## src/rtl/core/updt_pkg.sv

```systemverilog
`timescale 1ns / 1ps
// ----------------------------------------------------------------------------
// updt_pkg: types and codes shared by the endpoint table modules
// Commands, status codes, request and result structs, controller states and
// the command and status structs between the controller and the datapath.
// ----------------------------------------------------------------------------
package updt_pkg;

  typedef enum logic [2:0] {
    CMD_REGISTER = 3'd0,
    CMD_RELEASE  = 3'd1,
    CMD_ARRIVAL  = 3'd2,
    CMD_RX_EXACT = 3'd3,
    CMD_RX_ANY   = 3'd4
  } cmd_code_t;

  localparam logic [2:0] ST_OK        = 3'd0;
  localparam logic [2:0] ST_DUPLICATE = 3'd1;
  localparam logic [2:0] ST_FULL      = 3'd2;
  localparam logic [2:0] ST_NO_MATCH  = 3'd3;
  localparam logic [2:0] ST_DROPPED   = 3'd4;
  localparam logic [2:0] ST_WAITING   = 3'd5;
  localparam logic [2:0] ST_FREED     = 3'd6;

  typedef struct packed {
    logic [2:0]  command;
    logic [31:0] remote_ip;
    logic [15:0] remote_port;
    logic [15:0] local_port;
    logic [7:0]  packet_handle;
    logic [7:0]  requester_id;
  } request_t;

  typedef struct packed {
    logic [2:0]  status;
    logic [3:0]  slot_index;
    logic [7:0]  out_handle;
    logic [31:0] sender_ip;
    logic [15:0] sender_port;
    logic        wake_valid;
    logic [7:0]  wake_id;
    logic        last;
  } result_t;

  typedef enum logic [2:0] {
    S_IDLE,
    S_SCAN,
    S_SCAN2,
    S_ACT,
    S_DRAIN,
    S_FETCH,
    S_OUT
  } ctrl_state_t;

  // controller to datapath
  typedef struct packed {
    logic load;       // capture request
    logic scan_clr;   // restart search
    logic scan_step;  // examine one entry
    logic pass2;      // second pass of register search
    logic act;        // apply the command on the found entry
    logic pop;        // start a ring read for drain or receive
    logic fetch;      // form result from ring read
    logic fin;        // form final release result
  } dp_cmd_t;

  // datapath to controller
  typedef struct packed {
    logic scan_done;
    logic drain_more;
    logic need_read;
    logic ignored;
    logic rel_hit;    // release found its entry
    logic draining;   // release drain in progress
  } dp_stat_t;

endpackage

```

## src/rtl/core/updt_ctrl.sv

```systemverilog
`timescale 1ns / 1ps
// ----------------------------------------------------------------------------
// updt_ctrl: command sequencer
// Steps the datapath through search, action, drain and result hand-off.
// ----------------------------------------------------------------------------
module updt_ctrl (
  input  logic                   clk,
  input  logic                   rst,
  input  logic                   in_valid,
  output logic                   in_stall,
  input  logic                   out_free,
  output logic                   out_load,
  input  updt_pkg::dp_stat_t     st,
  input  logic [2:0]             cmd,
  output updt_pkg::dp_cmd_t      dc
);

  updt_pkg::ctrl_state_t state, state_next;

  // state register
  always_ff @(posedge clk) begin
    if (rst) state <= updt_pkg::S_IDLE;
    else     state <= state_next;
  end

  // next state and commands
  always_comb begin
    state_next = state;
    dc = '0;
    in_stall = 1'b1;
    out_load = 1'b0;
    case (state)
      updt_pkg::S_IDLE: begin
        in_stall = 1'b0;
        if (in_valid) begin
          dc.load = 1'b1;
          dc.scan_clr = 1'b1;
          state_next = updt_pkg::S_SCAN;
        end
      end
      updt_pkg::S_SCAN: begin
        if (st.ignored) state_next = updt_pkg::S_IDLE;
        else begin
          dc.scan_step = 1'b1;
          if (st.scan_done) begin
            if (cmd == 3'(updt_pkg::CMD_REGISTER)) state_next = updt_pkg::S_SCAN2;
            else state_next = updt_pkg::S_ACT;
          end
        end
      end
      updt_pkg::S_SCAN2: begin
        dc.pass2 = 1'b1;
        dc.scan_step = 1'b1;
        if (st.scan_done) state_next = updt_pkg::S_ACT;
      end
      updt_pkg::S_ACT: begin
        if (out_free) begin
          dc.act = 1'b1;
          if (st.rel_hit) begin
            state_next = updt_pkg::S_DRAIN;
          end else if (st.need_read) begin
            dc.pop = 1'b1;
            state_next = updt_pkg::S_FETCH;
          end else begin
            out_load = 1'b1;
            state_next = updt_pkg::S_IDLE;
          end
        end
      end
      updt_pkg::S_FETCH: begin
        state_next = updt_pkg::S_OUT;
      end
      updt_pkg::S_OUT: begin
        if (out_free) begin
          dc.fetch = 1'b1;
          out_load = 1'b1;
          state_next = updt_pkg::S_DRAIN;
        end
      end
      updt_pkg::S_DRAIN: begin
        if (st.drain_more) begin
          dc.pop = 1'b1;
          state_next = updt_pkg::S_FETCH;
        end else if (!st.draining) begin
          state_next = updt_pkg::S_IDLE;
        end else if (out_free) begin
          dc.fin = 1'b1;
          out_load = 1'b1;
          state_next = updt_pkg::S_IDLE;
        end
      end
      default: state_next = updt_pkg::S_IDLE;
    endcase
  end

endmodule

```

## config.mk

```make
export PLATFORM = sky130hd
export DESIGN_NAME = updt_ctrl
export DESIGN_NICKNAME = d
export VERILOG_FILES = /design/src/rtl/core/updt_pkg.sv /design/src/rtl/core/updt_ctrl.sv
export SDC_FILE = /design/constraint.sdc
export NUM_CORES = 1
export LEC_CHECK = 0
export BUFFER_PORTS_ARGS = -buffer_cell sky130_fd_sc_hd__buf_2
export CELL_PAD_IN_SITES_DETAIL_PLACEMENT = 1
export CELL_PAD_IN_SITES_GLOBAL_PLACEMENT = 1
export CORE_ASPECT_RATIO = 1.1
export CORE_UTILIZATION = 25
export DETAILED_ROUTE_END_ITERATION = 6
export PLACE_DENSITY = 0.7
export SLEW_MARGIN = 20
export SYNTH_ARGS = -nofsm -noshare
export SYNTH_HDL_FRONTEND = slang
export SYNTH_SLANG_ARGS = --single-unit
```

## constraint.sdc

```tcl
create_clock -name clk -period 1.75 [get_ports clk]
set_clock_uncertainty 0.2 [all_clocks]
set_input_delay 0.175 -clock clk [delete_from_list [all_inputs] [get_ports clk]]
set_output_delay 0.175 -clock clk [all_outputs]
set_load 0.01 [all_outputs]
```

==> results of run 1 <==
[timing repair]
| item | CTS | global route |
|---|---|---|
| endpoints found under the setup margin | 5 | 4 |
| gates cloned | 0 | 0 |
| hold endpoints to repair | 3 | 0 |
| gates resized for setup | 4 | 4 |
| hold buffers | 1 | 0 |
[critical path, cell delays in order, from the launching register on]
cell and delay [ns]:
dfxtp_4 0.38, or3b_4 0.41, a21oi_1 0.14, buf_2 0.14
[layout make-up]
| cell class | instances | share of cell area [%] |
|---|---|---|
| flip-flops and latches | 3 | 13.6 |
| clock buffers | 4 | 5.00 |
| well taps | 16 | 3.81 |
| inverters | 3 | 2.14 |
| multi-input cells | 44 | 51.2 |
| repair buffers | 24 | 24.3 |
[cells by family after synthesis]
kind of cell | count (synthesis)
compound gates | 13
simple gates | 31
flops | 3
buf+inv | 7
[synthesized netlist by cell type]
cell type  count
a211oi_1       1
a21boi_0       1
a21o_1         1
a21oi_1        3
a32o_1         1
and2_1         1
and3_1         1
buf_2          1
buf_4          3
dfxtp_1        3
inv_1          3
nand2_1        5
nand2b_1       5
nor2_1         8
nor2b_1        3
nor3_1         2
nor3_2         2
nor4_1         2
nor4b_1        1
o21ai_0        2
o32ai_1        4
or3b_1         1
[placed cells by master, fill, tap and decap left out]
master and instances:
nor3_2 2, nor4b_1 1, a21oi_1 3, clkbuf_1 1, clkbuf_4 3, o32ai_1 4, nor2b_1 3, nand2_2 1
and2_1 1, nor3_1 2, buf_4 1, nor4_1 2, a211oi_1 1, dlygate4sd3_1 1, nand2_1 4, inv_1 3
nand2b_1 5, nor2_1 8, a21o_1 1, a32o_1 1, buf_2 22, and3_1 1, or3b_4 1, o21ai_0 2
dfxtp_4 3, a21boi_0 1
[metal layers]
layer	wire [um]	part of all wire, %	up-vias
li1	-	-	240
met1	539	43	213
met2	623	50	18
met3	62	5.0	2
met4	16	1.3	0
met5	0	0	-
[power groups by stage]
stage	clock network [mW]	registers (mW)	logic, mW
after floorplan	0	0.0742	0.0510
after global placement	0	0.0816	0.0711
after detailed placement	0	0.0813	0.0724
after CTS	0.139	0.0800	0.0744
after global routing	0.145	0.0805	0.0842
final	0.136	0.0790	0.0758
[final timing paths]
kind	startpoint	slack, ns	to
worst max-delay path	state[1]$_SDFFE_PP0P_	0.05	dc[5]
worst min-delay path	out_free	0.17	state[0]$_SDFFE_PP0P_
worst max register to register	state[1]$_SDFFE_PP0P_	0.28	state[0]$_SDFFE_PP0P_
worst min register to register	state[0]$_SDFFE_PP0P_	0.37	state[1]$_SDFFE_PP0P_
==> summary.txt, run 1 <==
Synthesis
  – Register area share after synthesis: between 15 and 20%
  – Cells after Synth: 54
  – Synth unique cells: 22
  – Post-synthesis mux area share: 0%
  – Post-Synth Adder-Cell Area: 0%
  – Xor and xnor area share after synthesis: 0%
  – Synth Area in Simple Gates: 47.2%
  – Synth area leaders: dfxtp_1 (17%), o32ai_1 (9.7%), nand2b_1 (8.6%), nor2_1 (8.3%), buf_4 (6.2%)
  – Yosys warning count: 0
  – Largest family of logic cells by synthesized area: simple AND/OR/NAND/NOR gates
  – Synth Register Bits: 3
  – Synthesized cell area: 363 um^2
  – Area leader, netlist: dfxtp_1
  – Synth Area in Compound Gates: 25.5%
  – Synth top area share: 16.6%
  – Post-Syn Nets: 67
  – Synthesized area per cell: between 6 and 7 um^2

Floorplan
  – Rows: 14
  – Chip height: 42.0 um
  – Die area: 1610 um^2
  – Die W: between 30 and 40 um
  – Io pins: 23
  – Initial core utilization: between 20% and 30%
  – Core ar.: between 1000 and 1500 um^2

Cells and area
  – Largest register FFs: 3
  – Area delta synth->final: 44.8%
  – Largest registers: state (3)
  – Post-route cell area: 526 um^2
  – Antenna Cells: 0
  – Final Non-Filler Cells: 94
  – Share of layout cells above drive strength 1: 42.3%
  – Final core utilization: 38.5%
  – Filler instances: 190
  – Area of the multi-input gates: 269 um^2
  – Nets: 92
  – Most flop-heavy register: state
  – Flip-flop and latch area: between 70 and 80 um^2

Pwr
  – Power density over the cells: 554 nW/um^2
  – Internal: 0.194 mW
  – Pleak: between 0.2 and 0.25 nW
  – Total Power: 0.291 mW
  – Worst vdd ir: 0.000217 V
  – Share of power burned in the clock network: 46.8%
  – Sw frac: 33.2%
  – Flop pwr share: between 20% and 30%
  – Sw power: just under 0.1 mW
  – Logic pwr share: 26.1%

Critical path
  – WP data required: 1.37 ns
  – Reg2Reg Depth: 4
  – Critical path startpoint category: register
  – CP Max Fanout: 14
  – Crit end category: primary output
  – Setup CP Type: register to primary output
  – Worst Path Arrival: 1.32 ns

STA
  – Final Setup Violations: 0
  – Final Slew Violations: 0
  – Slew headroom: 71.0%
  – Worst-Margin Slew: 0.429 ns
  – Maximum clock frequency: 0.590 GHz
  – Period utilization: between 90% and 100%
  – Final hold slack: 0.171 ns
  – Fin crit period: 1.70 ns
  – Setup TNS: 0 ns
  – Post-route setup slack: 0.0543 ns
  – Fin. Hold Viols: 0
  – RSZ-0062 raised after global routing: no

Global route
  – Gr usage total: 17.4%
  – Initial antenna violation count: 0
  – Global routing usage on met2: 25.8%
  – GRT met3 Usage: 5.35%
  – Met1 Track Usage GR: 21.3%
  – Total gr overflow: 0
  – Largest net degree at the start of global routing: 15
  – Busiest grt layer: met2
  – Vias in the first global route: 436
  – First-pass GRT wire length: 1.89 mm

Drt
  – WL/cell: between 10 and 15 um
  – Via-per-instance ratio: 5.03
  – # DRC: 0
  – Detail Route Antenna Nets: 0
  – DRT Wirelength: 1.24 mm
  – TritonRoute pass-1 iters: 4
  – 1st-iter DRT viols: 7
  – Via Count: between 400 and 500

Clock network
  – H-tree lvl count: 1
  – Clock sinks: 3
  – Maximum clock insertion buffer count: 2
  – Post-CTS Setup Bufs: 0
  – Root Buffer: clkbuf_4
  – CTS buffer count: 3
  – Clock Latency Late Sink: 0.25 ns
  – Worst-path clk slew: 0.04 ns
  – CTS tree: done

Min path
  – Min-Delay Path Class: input pin to register
  – WHS Path Cells: 3

Flow run
  – Max cap viols: 0

Place
  – GPL Wtd Cong: ~0.87
  – Placed cell area: 473 um^2
  – Port-buffer cells: 22
  – Placed cell count: 89
  – HPWL after DPL: 855 um
  – Pre-CTS setup slack: slightly below 0.09 ns

Status
  – Outcome: finished clean
No activity file was read; power rests on OpenSTA's default activity.
==> inputs of run 2 (changes only) <==
- REMOVE_ABC_BUFFERS: default -> 1
- SLEW_MARGIN: 20 -> default
==> run 2 against run 1 <==
Count of clock-buffer cells in the layout unchanged; non-clock buffer count unchanged; global-route usage fell by 0.83 points; utilization is 0.37 points lower; largest cell class unchanged; flip-flop and latch count unchanged; via count rose by 2.7%; design area down 0.95%; wire length decreased by 11%; sequential power increased by 1%; first-iteration DRC count shrank 43%.
==> summary.txt, run 2 (same netlist as run 1, synthesis figures left out) <==
STA
  – Setup TNS: 0 ns (unchanged)
  – Slew headroom: 70.9% (was 71.0%)
  – Maximum clock frequency: 0.584 GHz (was 0.590 GHz)
  – Final Setup Violations: 0 (unchanged)
  – Worst-Margin Slew: 0.435 ns (was 0.429 ns)
  – Period utilization: 97.9% (was 96.9%)
  – Fin. Hold Viols: 0 (unchanged)
  – Fin crit period: 1.71 ns (was 1.70 ns)
  – RSZ-0062 raised after global routing: no (unchanged)
  – Final Slew Violations: 0 (unchanged)

Place
  – Placed cell count: 89 (unchanged)
  – Port-buffer cells: 22 (unchanged)
  – HPWL after DPL: 850 um (was 855 um)
  – GPL Wtd Cong: 0.823 (was 0.865)
  – Placed cell area: 473 um^2 (unchanged)

Floorplan
  – Initial core utilization: 26.6% (unchanged)
  – Die W: 38.3 um (unchanged)
  – Rows: 14 (unchanged)
  – Die area: 1610 um^2 (unchanged)
  – Chip height: 42.0 um (unchanged)
  – Io pins: 23 (unchanged)
  – Core ar.: 1370 um^2 (unchanged)

Cells and area
  – Flip-flop and latch area: 68.8 um^2 (was 71.3 um^2)
  – Post-route cell area: 520 um^2 (was 526 um^2)
  – Largest register FFs: 3 (unchanged)
  – Most frequent cells in the layout: buf_2 (22), nor2_1 (8), nand2b_1 (5) (unchanged)
  – Final Non-Filler Cells: 94 (unchanged)
  – Most flop-heavy register: state (unchanged)
  – Nets: 92 (unchanged)
  – Area of the multi-input gates: 267 um^2 (was 269 um^2)
  – Area delta synth->final: 43.4% (was 44.8%)
  – Largest registers: state (3) (unchanged)
  – Antenna Cells: 0 (unchanged)
  – Commonest non-fill, non-tap cell in the layout: buf_2 (unchanged)
  – Share of layout cells above drive strength 1: 41.0% (was 42.3%)
  – Final core utilization: 38.1% (was 38.5%)
  – Filler instances: 193 (was 190)

Clock network
  – CTS tree: done (unchanged)
  – Clock sinks: 3 (unchanged)
  – Post-CTS Setup Bufs: 0 (unchanged)
  – Root Buffer: clkbuf_4 (unchanged)
  – H-tree lvl count: 1 (unchanged)
  – Maximum clock insertion buffer count: 2 (unchanged)
  – Worst-path clk slew: 0.04 ns (about the same)
  – CTS buffer count: 3 (unchanged)
  – Clock Latency Late Sink: 0.24 ns (was 0.25 ns)

Pwr
  – Power density over the cells: 539 nW/um^2 (was 554 nW/um^2)
  – Worst vdd ir: 0.000193 V (was 0.000217 V)
  – Pleak: 0.234 nW (was 0.236 nW)

Critical path
  – Setup CP Type: register to primary output (unchanged)
  – Worst Path Arrival: 1.34 ns (was 1.32 ns)
  – Critical path startpoint category: register (unchanged)
  – Crit end category: primary output (unchanged)
  – WP data required: 1.37 ns (about the same)
  – CP Max Fanout: 14 (unchanged)

Min path
  – Min-Delay Path Class: input pin to register (unchanged)

Drt
  – DRT Wirelength: 1.11 mm (was 1.24 mm)
  – # DRC: 0 (unchanged)
  – 1st-iter DRT viols: 4 (was 7)
  – Via-per-instance ratio: 5.17 (was 5.03)
  – TritonRoute pass-1 iters: 4 (unchanged)
  – WL/cell: 11.8 um (was 13.2 um)
  – Detail Route Antenna Nets: 0 (unchanged)
  – Via Count: 486 (was 473)

Global route
  – Total gr overflow: 0 (unchanged)
  – Gr usage total: 16.6% (was 17.4%)
  – Largest net degree at the start of global routing: 15 (unchanged)
  – First-pass GRT wire length: 1.84 mm (was 1.89 mm)
  – Initial antenna violation count: 0 (unchanged)
  – Vias in the first global route: 454 (was 436)

Status
  – Outcome: finished clean (unchanged)

Flow run
  – Max cap viols: 0 (unchanged)
run 2: cell counts in the layout (fill, tap and decap cells not counted):
Identical to the previous run, type by type.
run 2: cell type report:
| type | instances | share of cell area, % |
|---|---|---|
| well taps | 16 | 3.85 |
| multi-input cells | 44 | 51.2 |
| clock buffers | 4 | 5.05 |
| repair buffers | 24 | 24.5 |
| inverters | 3 | 2.16 |
| flip-flops and latches | 3 | 13.2 |
run 2: worst max-delay path: stages (launching register included):
cell and delay, ns:
dfxtp_4 0.38, or3b_1 0.42, a21oi_1 0.16, buf_2 0.14
run 2: path summary, 6_finish.rpt:
kind	startpoint	to	slack [ns]	depth (start not counted)
setup / recovery	state[1]$_SDFFE_PP0P_	dc[5]	0.04	3
hold / removal	cmd[2]	state[0]$_SDFFE_PP0P_	0.17	5
setup reg to reg	state[2]$_SDFFE_PP0P_	state[2]$_SDFFE_PP0P_	0.28	4
hold reg to reg	state[0]$_SDFFE_PP0P_	state[1]$_SDFFE_PP0P_	0.37	2
run 2: layer usage:
layer  vias to the layer above  part of all wire (%)  global-route usage [%]
met4                         0                   1.9                    12.9
met5                         -                     0                       0
met3                         4                   6.5                    3.21
met1                       216                    42                    17.7
met2                        22                    50                    27.1
li1                        244                     -                       -
run 2: metrics by stage:
| stage | hold slack (ns) | total power [mW] | worst slack, ns |
|---|---|---|---|
| floorplan | 0.0447 | 0.118 | 0.254 |
| global placement | 0.192 | 0.152 | 0.123 |
| detailed placement | 0.194 | 0.153 | 0.121 |
| CTS | 0.175 | 0.285 | 0.0110 |
| global route | 0.205 | 0.294 | 0.00940 |
| finish | 0.168 | 0.281 | 0.0375 |
run 2: report_power, final:
group	internal, mW	leakage, nW	switching, mW
clock network	0.0858	0.0150	0.0417
logic	0.0368	0.193	0.0363
registers	0.0714	0.0264	0.00867
run 2: what timing repair did:
item,CTS,global route
hold buffers,1,0
gates cloned,0,0
endpoints found under the hold margin,3,0
resized for setup,3,3
endpoints found under the setup margin,5,3
